`src/vrp_pkg.sv`:
```
`timescale 1ns / 1ps
// ----------------------------------------------------------------------------
// vrp_pkg
// Shared codes, widths and command/status types of the video register port.
// ----------------------------------------------------------------------------
package vrp_pkg;

  localparam int OP_W   = 2;
  localparam int SEL_W  = 4;
  localparam int DATA_W = 16;
  localparam int BYTE_W = 8;
  localparam int VADDR_W = 16;
  localparam int CADDR_W = 8;
  localparam int BRIGHT_W = 3;
  localparam int STEP_SEL_W = 2;
  localparam int PAL_W = 15;

  localparam int VRAM_BYTES_DEF    = 65536;
  localparam int CGRAM_ENTRIES_DEF = 256;

  // bus operations
  localparam logic [OP_W-1:0] OP_READ8   = 2'd0;
  localparam logic [OP_W-1:0] OP_READ16  = 2'd1;
  localparam logic [OP_W-1:0] OP_WRITE8  = 2'd2;
  localparam logic [OP_W-1:0] OP_WRITE16 = 2'd3;

  // decoded register selects
  localparam logic [SEL_W-1:0] SEL_INIDISP  = 4'd0;
  localparam logic [SEL_W-1:0] SEL_NMITIMEN = 4'd1;
  localparam logic [SEL_W-1:0] SEL_VMAIN    = 4'd2;
  localparam logic [SEL_W-1:0] SEL_VMADDL   = 4'd3;
  localparam logic [SEL_W-1:0] SEL_VMADDH   = 4'd4;
  localparam logic [SEL_W-1:0] SEL_VMDATAL  = 4'd5;
  localparam logic [SEL_W-1:0] SEL_VMDATAH  = 4'd6;
  localparam logic [SEL_W-1:0] SEL_CGADD    = 4'd7;
  localparam logic [SEL_W-1:0] SEL_CGDATA   = 4'd8;
  localparam logic [SEL_W-1:0] SEL_VTIMEL   = 4'd9;
  localparam logic [SEL_W-1:0] SEL_VTIMEH   = 4'd10;
  localparam logic [SEL_W-1:0] SEL_OAMADDL  = 4'd11;
  localparam logic [SEL_W-1:0] SEL_OTHER    = 4'd12;
  localparam logic [SEL_W-1:0] SEL_RDNMI    = 4'd13;
  localparam logic [SEL_W-1:0] SEL_UNMAPPED = 4'd14;

  // VMAIN increment step codes
  localparam logic [STEP_SEL_W-1:0] STEP_SEL_1  = 2'd0;
  localparam logic [STEP_SEL_W-1:0] STEP_SEL_32 = 2'd1;
  localparam logic [VADDR_W-1:0] STEP_1   = 16'd1;
  localparam logic [VADDR_W-1:0] STEP_32  = 16'd32;
  localparam logic [VADDR_W-1:0] STEP_128 = 16'd128;

  typedef struct packed {
    logic step_first;   // item accepted: apply first (or only) byte, capture flags
    logic step_second;  // apply high byte of a split 16-bit write
  } ctl_cmd_t;

  typedef struct packed {
    logic need_second;  // item at the input is a split 16-bit write
  } dp_stat_t;

endpackage

```
`src/video_register_port_vram_cgram_unit.sv`:
```
`timescale 1ns / 1ps
// ----------------------------------------------------------------------------
// video_register_port_vram_cgram_unit
// Bus-side register port of the video unit: display control, VRAM address
// and data writes, CGRAM address and palette word assembly.
// ----------------------------------------------------------------------------
//
// Channel | Direction | Handshake          | Payload
// --------+-----------+--------------------+---------------------------------
// in_     | in        | in_valid/in_stall  | operation, register_select, data
// out_    | out       | out_valid/out_stall| read_data, access_error, status
//
// - One item at a time: after the accept cycle the result is shown the next
//   cycle, or after a high-byte step for a 16-bit write to VMADDL or VMDATAL,
//   which the sequencer splits into a low-byte and a high-byte step.
// - The result holds while out_stall is high; in_stall stays high until
//   the result is taken.
// - rst_n is synchronous; the sequencer and the programmable registers reset
//   to zero. VRAM and CGRAM contents are not cleared (write-only here).
// - VRAM byte writes land after the vw_ and vw2_ pipeline registers, through a
//   reciprocal-multiply address fold; results never wait on them.
//
module video_register_port_vram_cgram_unit #(
  parameter int VRAM_BYTES    = vrp_pkg::VRAM_BYTES_DEF,
  parameter int CGRAM_ENTRIES = vrp_pkg::CGRAM_ENTRIES_DEF
) (
  input  logic                           clk,
  input  logic                           rst_n,
  // input items
  input  logic                           in_valid,
  output logic                           in_stall,
  input  logic [vrp_pkg::OP_W-1:0]       in_operation,
  input  logic [vrp_pkg::SEL_W-1:0]      in_register_select,
  input  logic [vrp_pkg::DATA_W-1:0]     in_write_data,
  // result items
  output logic                           out_valid,
  input  logic                           out_stall,
  output logic [vrp_pkg::DATA_W-1:0]     out_read_data,
  output logic                           out_access_error,
  output logic                           out_forced_blank,
  output logic [vrp_pkg::BRIGHT_W-1:0]   out_brightness,
  output logic                           out_nmi_enable,
  output logic [vrp_pkg::VADDR_W-1:0]    out_vram_word_address,
  output logic [vrp_pkg::CADDR_W-1:0]    out_cgram_address,
  output logic                           out_cgram_low_pending
);

  vrp_pkg::ctl_cmd_t cmd;
  vrp_pkg::dp_stat_t stat;

  // sequencer
  vrp_ctrl u_ctrl (
    .clk       (clk),
    .rst_n     (rst_n),
    .in_valid  (in_valid),
    .in_stall  (in_stall),
    .out_valid (out_valid),
    .out_stall (out_stall),
    .stat      (stat),
    .cmd       (cmd)
  );

  // registers and memory write paths
  vrp_dp #(
    .VRAM_BYTES    (VRAM_BYTES),
    .CGRAM_ENTRIES (CGRAM_ENTRIES)
  ) u_dp (
    .clk                (clk),
    .rst_n              (rst_n),
    .cmd                (cmd),
    .stat               (stat),
    .in_operation       (in_operation),
    .in_register_select (in_register_select),
    .in_write_data      (in_write_data),
    .access_error       (out_access_error),
    .forced_blank       (out_forced_blank),
    .brightness         (out_brightness),
    .nmi_enable         (out_nmi_enable),
    .vram_word_address  (out_vram_word_address),
    .cgram_address      (out_cgram_address),
    .cgram_low_pending  (out_cgram_low_pending)
  );

  // reads are not backed by any storage here
  assign out_read_data = '0;

  // an accepted item blocks the input until its result is taken
  a_accept_blocks: assert property (@(posedge clk) disable iff (!rst_n)
    (in_valid && !in_stall) |=> in_stall)
    else $error("input not blocked after accept");

  // the high-byte step only directly follows an accept
  a_second_after_first: assert property (@(posedge clk) disable iff (!rst_n)
    cmd.step_second |-> $past(cmd.step_first))
    else $error("high-byte step without preceding accept");

  // reads change nothing and never flag an error
  a_read_no_effect: assert property (@(posedge clk) disable iff (!rst_n)
    (in_valid && !in_stall &&
     (in_operation == vrp_pkg::OP_READ8 || in_operation == vrp_pkg::OP_READ16))
    |=> ($stable(out_vram_word_address) && $stable(out_cgram_address) &&
         $stable(out_cgram_low_pending) && $stable(out_brightness) &&
         !out_access_error))
    else $error("read altered state or flagged error");

  // CGADD write drops any half-assembled palette word
  a_cgadd_clears: assert property (@(posedge clk) disable iff (!rst_n)
    (in_valid && !in_stall && in_operation == vrp_pkg::OP_WRITE8 &&
     in_register_select == vrp_pkg::SEL_CGADD)
    |=> !out_cgram_low_pending)
    else $error("palette latch not cleared by CGADD");

endmodule

```
`src/vrp_ctrl.sv`:
```
`timescale 1ns / 1ps
// ----------------------------------------------------------------------------
// vrp_ctrl
// Sequencer: accept, optional high-byte step, hold result until taken.
// ----------------------------------------------------------------------------
module vrp_ctrl (
  input  logic              clk,
  input  logic              rst_n,
  input  logic              in_valid,
  output logic              in_stall,
  output logic              out_valid,
  input  logic              out_stall,
  input  vrp_pkg::dp_stat_t stat,
  output vrp_pkg::ctl_cmd_t cmd
);

  typedef enum logic [2:0] {
    ST_IDLE = 3'b001,
    ST_HIGH = 3'b010,
    ST_OUT  = 3'b100
  } state_t;

  state_t state_r, state_nxt;

  always_comb begin
    state_nxt = state_r;
    case (state_r)
      ST_IDLE: begin
        if (in_valid) begin
          state_nxt = stat.need_second ? ST_HIGH : ST_OUT;
        end
      end
      ST_HIGH: begin
        state_nxt = ST_OUT;
      end
      ST_OUT: begin
        if (!out_stall) begin
          state_nxt = ST_IDLE;
        end
      end
      default: begin
        state_nxt = ST_IDLE;
      end
    endcase
  end

  always_ff @(posedge clk) begin
    if (!rst_n) begin
      state_r <= ST_IDLE;
    end else begin
      state_r <= state_nxt;
    end
  end

  assign in_stall        = (state_r != ST_IDLE);
  assign out_valid       = (state_r == ST_OUT);
  assign cmd.step_first  = in_valid && (state_r == ST_IDLE);
  assign cmd.step_second = (state_r == ST_HIGH);

endmodule

```
`src/vrp_dp.sv`:
```
`timescale 1ns / 1ps
// ----------------------------------------------------------------------------
// vrp_dp
// Register file, byte-write decode, VRAM and CGRAM write paths.
// ----------------------------------------------------------------------------
module vrp_dp #(
  parameter int VRAM_BYTES    = vrp_pkg::VRAM_BYTES_DEF,
  parameter int CGRAM_ENTRIES = vrp_pkg::CGRAM_ENTRIES_DEF
) (
  input  logic                           clk,
  input  logic                           rst_n,
  input  vrp_pkg::ctl_cmd_t              cmd,
  output vrp_pkg::dp_stat_t              stat,
  input  logic [vrp_pkg::OP_W-1:0]       in_operation,
  input  logic [vrp_pkg::SEL_W-1:0]      in_register_select,
  input  logic [vrp_pkg::DATA_W-1:0]     in_write_data,
  output logic                           access_error,
  output logic                           forced_blank,
  output logic [vrp_pkg::BRIGHT_W-1:0]   brightness,
  output logic                           nmi_enable,
  output logic [vrp_pkg::VADDR_W-1:0]    vram_word_address,
  output logic [vrp_pkg::CADDR_W-1:0]    cgram_address,
  output logic                           cgram_low_pending
);

  localparam int VA_W = (VRAM_BYTES > 1) ? $clog2(VRAM_BYTES) : 1;
  localparam int CA_W = (CGRAM_ENTRIES > 1) ? $clog2(CGRAM_ENTRIES) : 1;
  localparam int XW   = vrp_pkg::VADDR_W;          // byte address width
  localparam int RW   = 2 * XW + 1;                // reciprocal width
  localparam int PW   = XW + RW;                   // product width
  localparam logic [RW-1:0] RECIP =
    RW'(((64'd1 << (2 * XW)) + 64'(VRAM_BYTES) - 64'd1) / 64'(VRAM_BYTES));
  localparam logic [XW:0] NV = (XW + 1)'(VRAM_BYTES);

  // architectural state
  logic                              blank_r, blank_nxt;
  logic [vrp_pkg::BRIGHT_W-1:0]      bright_r, bright_nxt;
  logic                              nmi_r, nmi_nxt;
  logic [vrp_pkg::VADDR_W-1:0]       vaddr_r, vaddr_nxt;
  logic                              inc_hi_r, inc_hi_nxt;
  logic [vrp_pkg::STEP_SEL_W-1:0]    step_sel_r, step_sel_nxt;
  logic [vrp_pkg::CADDR_W-1:0]       paddr_r, paddr_nxt;
  logic [vrp_pkg::BYTE_W-1:0]        plat_r, plat_nxt;
  logic                              pvalid_r, pvalid_nxt;

  // captured high half of a split write
  logic [vrp_pkg::BYTE_W-1:0]        hi_byte_r;
  logic [vrp_pkg::SEL_W-1:0]         hi_sel_r;
  logic                              err_r;

  // byte-write decode
  logic [vrp_pkg::SEL_W-1:0]         bsel;
  logic [vrp_pkg::BYTE_W-1:0]        bval;
  logic                              apply;
  logic                              err_nxt;
  logic [vrp_pkg::VADDR_W-1:0]       vstep;
  logic                              vw_en;
  logic [XW-1:0]                     vw_x;
  logic                              cw_en;

  // VRAM write pipeline: byte address reduced modulo VRAM_BYTES
  logic                              vw_en_r, vw2_en_r;
  logic [XW-1:0]                     vw_x_r, vw2_x_r;
  logic [vrp_pkg::BYTE_W-1:0]        vw_d_r, vw2_d_r;
  logic [PW-1:0]                     vw_prod_r;
  logic [XW-1:0]                     quo;
  logic [2*XW:0]                     qn;
  logic [XW:0]                       rem;

  logic [vrp_pkg::BYTE_W-1:0]        vram_mem [VRAM_BYTES];
  logic [vrp_pkg::PAL_W-1:0]         cgram_mem [CGRAM_ENTRIES];

  assign stat.need_second = (in_operation == vrp_pkg::OP_WRITE16) &&
                            ((in_register_select == vrp_pkg::SEL_VMADDL) ||
                             (in_register_select == vrp_pkg::SEL_VMDATAL));

  assign bsel  = cmd.step_second ? hi_sel_r : in_register_select;
  assign bval  = cmd.step_second ? hi_byte_r : in_write_data[vrp_pkg::BYTE_W-1:0];
  assign apply = cmd.step_second ||
                 (cmd.step_first && ((in_operation == vrp_pkg::OP_WRITE8) ||
                                     stat.need_second));

  always_comb begin
    case (step_sel_r)
      vrp_pkg::STEP_SEL_1:  vstep = vrp_pkg::STEP_1;
      vrp_pkg::STEP_SEL_32: vstep = vrp_pkg::STEP_32;
      default:              vstep = vrp_pkg::STEP_128;
    endcase
  end

  // error flag for the item being accepted
  always_comb begin
    err_nxt = 1'b0;
    case (in_operation)
      vrp_pkg::OP_WRITE8: begin
        if (in_register_select == vrp_pkg::SEL_VMAIN) begin
          err_nxt = (in_write_data[3:2] != 2'b00);
        end else begin
          err_nxt = (in_register_select > vrp_pkg::SEL_OTHER);
        end
      end
      vrp_pkg::OP_WRITE16: begin
        err_nxt = !((in_register_select == vrp_pkg::SEL_VTIMEL) ||
                    (in_register_select == vrp_pkg::SEL_OAMADDL) ||
                    (in_register_select == vrp_pkg::SEL_VMADDL) ||
                    (in_register_select == vrp_pkg::SEL_VMDATAL));
      end
      default: begin
        err_nxt = 1'b0;
      end
    endcase
  end

  // one byte write to one register
  always_comb begin
    blank_nxt    = blank_r;
    bright_nxt   = bright_r;
    nmi_nxt      = nmi_r;
    vaddr_nxt    = vaddr_r;
    inc_hi_nxt   = inc_hi_r;
    step_sel_nxt = step_sel_r;
    paddr_nxt    = paddr_r;
    plat_nxt     = plat_r;
    pvalid_nxt   = pvalid_r;
    vw_en        = 1'b0;
    vw_x         = {vaddr_r[XW-2:0], 1'b0};
    cw_en        = 1'b0;
    if (apply) begin
      case (bsel)
        vrp_pkg::SEL_INIDISP: begin
          blank_nxt  = bval[7];
          bright_nxt = bval[vrp_pkg::BRIGHT_W-1:0];
        end
        vrp_pkg::SEL_NMITIMEN: begin
          // H/V IRQ enables are not supported: such writes are dropped
          if (bval[5:4] == 2'b00) begin
            nmi_nxt = bval[7];
          end
        end
        vrp_pkg::SEL_VMAIN: begin
          if (bval[3:2] == 2'b00) begin
            inc_hi_nxt   = bval[7];
            step_sel_nxt = bval[vrp_pkg::STEP_SEL_W-1:0];
          end
        end
        vrp_pkg::SEL_VMADDL: begin
          vaddr_nxt = {vaddr_r[15:8], bval};
        end
        vrp_pkg::SEL_VMADDH: begin
          vaddr_nxt = {bval, vaddr_r[7:0]};
        end
        vrp_pkg::SEL_VMDATAL: begin
          vw_en = 1'b1;
          vw_x  = {vaddr_r[XW-2:0], 1'b0};
          if (!inc_hi_r) begin
            vaddr_nxt = vaddr_r + vstep;
          end
        end
        vrp_pkg::SEL_VMDATAH: begin
          vw_en = 1'b1;
          vw_x  = {vaddr_r[XW-2:0], 1'b1};
          if (inc_hi_r) begin
            vaddr_nxt = vaddr_r + vstep;
          end
        end
        vrp_pkg::SEL_CGADD: begin
          paddr_nxt  = bval;
          plat_nxt   = '0;
          pvalid_nxt = 1'b0;
        end
        vrp_pkg::SEL_CGDATA: begin
          if (pvalid_r) begin
            cw_en      = 1'b1;
            paddr_nxt  = paddr_r + 8'd1;
            pvalid_nxt = 1'b0;
          end else begin
            plat_nxt   = bval;
            pvalid_nxt = 1'b1;
          end
        end
        default: begin
        end
      endcase
    end
  end

  always_ff @(posedge clk) begin
    if (!rst_n) begin
      blank_r    <= 1'b0;
      bright_r   <= '0;
      nmi_r      <= 1'b0;
      vaddr_r    <= '0;
      inc_hi_r   <= 1'b0;
      step_sel_r <= '0;
      paddr_r    <= '0;
      plat_r     <= '0;
      pvalid_r   <= 1'b0;
      vw_en_r    <= 1'b0;
      vw2_en_r   <= 1'b0;
    end else begin
      blank_r    <= blank_nxt;
      bright_r   <= bright_nxt;
      nmi_r      <= nmi_nxt;
      vaddr_r    <= vaddr_nxt;
      inc_hi_r   <= inc_hi_nxt;
      step_sel_r <= step_sel_nxt;
      paddr_r    <= paddr_nxt;
      plat_r     <= plat_nxt;
      pvalid_r   <= pvalid_nxt;
      vw_en_r    <= vw_en;
      vw2_en_r   <= vw_en_r;
    end
  end

  always_ff @(posedge clk) begin
    if (cmd.step_first) begin
      err_r     <= err_nxt;
      hi_byte_r <= in_write_data[vrp_pkg::DATA_W-1:vrp_pkg::BYTE_W];
      hi_sel_r  <= in_register_select + 4'd1;
    end
    vw_x_r    <= vw_x;
    vw_d_r    <= bval;
    vw_prod_r <= PW'(vw_x_r) * PW'(RECIP);
    vw2_x_r   <= vw_x_r;
    vw2_d_r   <= vw_d_r;
  end

  // quotient by reciprocal, then remainder; exact for 16-bit byte addresses
  assign quo = vw_prod_r[PW-2:2*XW];
  assign qn  = (2*XW+1)'(quo) * (2*XW+1)'(NV);
  assign rem = {1'b0, vw2_x_r} - qn[XW:0];

  always_ff @(posedge clk) begin
    if (vw2_en_r) begin
      vram_mem[rem[VA_W-1:0]] <= vw2_d_r;
    end
  end

  always_ff @(posedge clk) begin
    if (cw_en) begin
      cgram_mem[paddr_r[CA_W-1:0]] <= {bval[6:0], plat_r};
    end
  end

  assign access_error      = err_r;
  assign forced_blank      = blank_r;
  assign brightness        = bright_r;
  assign nmi_enable        = nmi_r;
  assign vram_word_address = vaddr_r;
  assign cgram_address     = paddr_r;
  assign cgram_low_pending = pvalid_r;

endmodule
```
`config.mk`:
```
export PLATFORM = sky130hd
export DESIGN_NAME = video_register_port_vram_cgram_unit
export DESIGN_NICKNAME = d
export VERILOG_FILES = /design/src/vrp_pkg.sv /design/src/video_register_port_vram_cgram_unit.sv /design/src/vrp_ctrl.sv /design/src/vrp_dp.sv
export SDC_FILE = /design/constraint.sdc
export NUM_CORES = 1
export LEC_CHECK = 0
export BUFFER_PORTS_ARGS = -buffer_cell sky130_fd_sc_hd__buf_2
export CAP_MARGIN = 20
export CELL_PAD_IN_SITES_DETAIL_PLACEMENT = 1
export CELL_PAD_IN_SITES_GLOBAL_PLACEMENT = 2
export CORE_ASPECT_RATIO = 2
export CORE_MARGIN = 2
export CORE_UTILIZATION = 32
export DETAILED_ROUTE_END_ITERATION = 12
export PLACE_DENSITY_LB_ADDON = 0.1
export REMOVE_ABC_BUFFERS = 1
export SLEW_MARGIN = 5
export SYNTH_ARGS = -nofsm -noshare
export SYNTH_HDL_FRONTEND = slang
export SYNTH_HIERARCHICAL = 1
export SYNTH_SLANG_ARGS = --single-unit
```
`constraint.sdc`:
```
create_clock -name clk -period 2.9 [get_ports clk]
set_input_delay 0.58 -clock clk [delete_from_list [all_inputs] [get_ports clk]]
set_output_delay 0.58 -clock clk [all_outputs]
set_load 0.05 [all_outputs]
```
# Word level (Yosys, flattened, before mapping)
# Cells that the tools add are included.
# word_totals
regBits	49
inputBits	26
output_inout_bits	49
wordCells	86
# op_classes
addsub	3
n_lt_le_gt_ge	1
eq_ne	25
n_mux	16
bitwise	2
reduce_logical	26
# ops
operator	count
one-hot mux 16 bit (4 select lines)	1
two-way mux 16 bit	2
one-hot mux 8 bit (2 select lines)	2
== test 4 x 3 -> 1 bit (second input constant)	5
adder 16 x 8 -> 16 bit	1
== test 4 x 2 -> 1 bit (second input constant)	4
two-way mux 8 bit	2
== test 4 bit (second input constant)	3
AND reduction 5 bit	2
two-way mux 3 bit	3
one-hot mux 3 bit (3 select lines)	1
AND reduction 3 bit	3
adder 8 x 1 -> 8 bit (second input constant)	1
zero test 2 bit	3
logical OR 1 bit	6
!= test 2 bit (second input constant)	3
AND reduction 2 bit	3
nonzero test 3 bit	2
adder 4 x 1 -> 4 bit (second input constant)	1
== test 2 bit (second input constant)	2
== test 4 x 1 -> 1 bit (second input constant)	1
greater-than comparator 4 bit (second input constant)	1
zero test 4 bit	1
two-way mux 4 bit	1
other kinds (12)	19

# Longest topological paths before layout
# depth
depth_word	7
depth_mapped	10
depth_no_buf	8

# Modules after synthesis
# The synthesis kept the hierarchy.
# by_module_without_submodules
module	instances	cells_each	area_each_um2	seq_area_each_um2
vrp_dp	1	326	2877.8	1051.0
vrp_ctrl	1	14	148.9	60.1
video_register_port_vram_cgram_unit	1	17	123.9	0.0

# Worst setup path after synthesis
# Ideal clock, no wire load.
# synth_timing
path_kind	input -> register
start	input in_register_select[1] (netlist name)
end	register u_dp.vaddr_r, in the netlist u_dp/vram_word_address[12]
arrival_ns	2.329
required_time_ns	2.766
slack_ns	0.437
cell_stages	10
path_buffers	3
path_cell_list	clkbuf_1 -> inv_1 -> ha_1 -> mux2i_1 -> o311a_1 -> clkbuf_1 -> or3_1 -> clkbuf_1 -> nor3_1 -> nor3_1
# synth_between
elab_chain_cells	7
word_cells_on_any_way	18
# synth_lines
element	line	rtl
start: declaration	video_register_port_vram_cgram_unit.sv:33	input logic [vrp_pkg::SEL_W-1:0] in_register_select,
== test 4 x 2 -> 1 bit / == test 4 x 3 -> 1 bit (equally long branches)	vrp_dp.sv:74, vrp_dp.sv:75	
logical OR 1 bit	vrp_dp.sv:74	((in_register_select == vrp_pkg::SEL_VMADDL) ||
logical AND 1 bit	vrp_dp.sv:73	assign stat.need_second = (in_operation == vrp_pkg::OP_WRITE16) &&
logical OR 1 bit	vrp_dp.sv:80	(cmd.step_first && ((in_operation == vrp_pkg::OP_WRITE8) ||
logical AND 1 bit	vrp_dp.sv:80	
logical OR 1 bit	vrp_dp.sv:79	assign apply = cmd.step_second ||
AND reduction 5 bit (no source line)	-	
end signal: assignment	vrp_dp.sv:204	vaddr_r <= vaddr_nxt;
end: declaration	vrp_dp.sv:39	logic [vrp_pkg::VADDR_W-1:0] vaddr_r, vaddr_nxt;
# Parallel ways exist; a longest one is shown, timed or not.
# A chain may end at the register's enable or synchronous reset.

==> impl_results.md <==
* Post-DP HPWL at 8110 µm
* Die area at approximately 11000 µm²
* Yosys Warn Count at 6
* Layout cells sized above 1 at 26.8%
* GP Congestion at 0.831
* Remaining DRCs at 0
* Fin cells at 561
* Max VDD drop at 0.278 mV
* Core Area at just under 10000 µm²
* Height of the die at 144 µm
* Final Hold Viols at 0
* Slew @ Worst Pin at approximately 0.84 ns
* Fmax achieved at 386 MHz
* Final #Nets at 463
* P_leak at between 1.5 and 2 nW
* Worst Path Buf+Inv at 2
* RSZ-0062 raised after global routing: false
* Post-synthesis async set-or-reset flop share at 0%
* Hold-fix buffers at CTS at 0
* Largest net degree at the start of global routing at 23
* Clk_skew at 0.00456 ns
* Remaining Overflow, GRT at 0
* Setup TNS at 0 ns
* I/O Buffers at just under 60
* Ratio of final minimum period to clock period at 89.2%
* Top delay family on crit path: compound AO/OA/AOI/OAI gates
* Hold Path Class: in -> reg
* Required @ worst endpoint at 3.05 ns
* Min Clock Period, post-route at 2.59 ns
* Crit-path max cell delay at 0.44 ns
* DRT Pass-1 Iters at 4
* Critical Path End Type: flop
* WL/cell at between 15 and 20 µm
* Placed insts at approximately 550
* Max-cap violations at 0
* Post-Syn Instances at 357
* CTS Buffer Depth at 2
* Outcome: finished, final reports clean
* CTS Buf Count at 5
* Power density cells at 421 nW/µm²
* Top_reg_cell synth: dfxtp_1
* Crit path arrival time at 2.74 ns
* Syn avg cell area at 8.82 µm²
* Final Cell Area at 3790 µm²
* Antenna-violating nets left at 0
* CTS clk-pin slew, worst paths at ~0.07 ns
* CP Launch Type: flop
* CTS sink count at 49
* Initial antenna violation count at 0
* Max_slew headroom at 44.2%
* DP Area at 3650 µm²
* Slew Viols, Final at 0
* First-pass GRT wire length at 16000 µm
* Top-area cell type share of the netlist area at 22.9%
* Row cnt at 51
* DR vias/cell at ~5.3
* Vias at between 2000 and 3000
* Root buf cell: clkbuf_16
* Mapped cell area at 3150 µm²
* DRT iter0 DRCs at 78
* Register bit total from synthesis at just under 50
* Slowest-stage cell, CP: or3b_1
* Area contributors post-synth: dfxtp_1 23%, edfxtp_1 12%, nor2_1 3.9%
* Total GRT Usage at between 20% and 30%
* Worst Path Max Fanout at 13
* Synthesis-to-layout area growth at 20.5%
* Ant. Diodes at 0
* Number of setup buffers added after CTS at 0
* Htree depth at 2
* Post-synth top cells: 36 x dfxtp_1, 33 x nor2_1, 22 x nand2_1, 18 x a21oi_1, 17 x inv_1
* Vias in the first global route at 3131
* Post-route core utilization at 39.4%
* Most common cell in the synthesized netlist: dfxtp_1
* Sequential element share of the synthesized area at 35.3%
* CP cell instances: nand2b_1 > nor2_2 > buf_4 > or3b_1 > a211oi_2 > nor2_1 > a2111oi_0 > buf_4 > a211oi_2
* EDFF count, synth at 13
* Die Wd at 74.2 µm
* CTS tree: yes
* I/O pin cnt at 75
* Worst skew pair latency at approximately 0.30 ns
* Kind of critical path: reg -> reg
* Post-cts sizing count at 0
* Final setup vio count at 0
* Post-Route WL at between 10000 and 15000 µm
* Post-synth top area cell: dfxtp_1
* Starting density of the core at 32.7%
* Netlist cell types at 69
-- final timing paths --
check / from / endpoint / slack [ns] / depth (start not counted)
setup / recovery: u_ctrl/state_r[0]$_SDFFE_PN1P_ / u_dp/vram_word_address[0]$_SDFFE_PN0P_ / 0.31 / 9
hold / removal: in_write_data[11] / u_dp/hi_byte_r[3]$_DFFE_PP_ / 0.45 / 1
setup reg to reg: u_ctrl/state_r[0]$_SDFFE_PN1P_ / u_dp/vram_word_address[0]$_SDFFE_PN0P_ / 0.31 / 9
hold reg to reg: u_dp/cgram_address[1]$_SDFFE_PN0P_ / u_dp/cgram_address[1]$_SDFFE_PN0P_ / 0.49 / 2
-- state kept, by name, summed over array words and instances, names as in the netlist --
name / cells
u_dp/vram_word_address: 16
u_dp/cgram_address: 8
u_dp/hi_byte_r: 8
u_dp/hi_sel_r: 4
u_ctrl/state_r: 3
u_dp/brightness: 3
u_dp/step_sel_r: 2
u_dp/access_error: 1
u_dp/cgram_low_pending: 1
u_dp/forced_blank: 1
u_dp/inc_hi_r: 1
u_dp/nmi_enable: 1
-- cells by family (layout without fill, tap and decap cells) --
logic type      Yosys count  after routing  synth area share [%]
flops                    49             49                  35.3
simple gates            121            121                  21.4
other cells               1             16                 0.119
fa+ha+maj                 9              9                  3.57
xor+xnor                  6              6                  1.67
buf+inv                  51            108                  8.42
mux                      13             13                  5.00
compound gates          107            107                  24.6
-- routing by layer --
metal	global-route usage, %	wire length, µm	vias up
li1	-	-	1440
met1	19.5	3710	1480
met2	40.7	6110	57
met3	2.51	287	12
met4	7.56	251	0
met5	0	0	-
-- stage by stage --
step | setup WS, ns | hold WS [ns] | total power, mW
2_1_floorplan | -0.209 | 0.487 | 0.911
3_3_place_gp | 0.221 | 0.466 | 1.01
3_5_place_dp | 0.0855 | 0.479 | 1.01
4_1_cts | 0.234 | 0.448 | 1.62
5_1_grt | 0.164 | 0.452 | 1.67
6_report | 0.312 | 0.453 | 1.60
-- cell usage in the layout, fill, tap and decap left out, drive strengths merged, types with 7 or more instances in the layout --
cell    instances
buf            83
dfxtp          36
nor2           33
nand2          22
o21ai          22
a21oi          18
inv            18
conb           16
a211oi         15
edfxtp         13
nor3           12
mux2i           9
ha              9
nand3           7
o211ai          7
and3            7
o22ai           7
-- power by group --
part           switching, mW  internal (mW)
Combinational          0.178         0.0778
Clock                  0.278          0.325
Sequential            0.0143          0.724
Total                  0.470           1.13
-- final cells by class --
type | count | area (µm²)
Fill cell | 1185 | 5840
Clock inverter | 2 | 13.8
Clock buffer | 6 | 130
Timing Repair Buffer | 83 | 478
Inverter | 17 | 63.8
Multi-Input combinational cell | 272 | 1830
Sequential cell | 49 | 1110
Tap cell | 132 | 165
(Power assumes the default switching activity.)
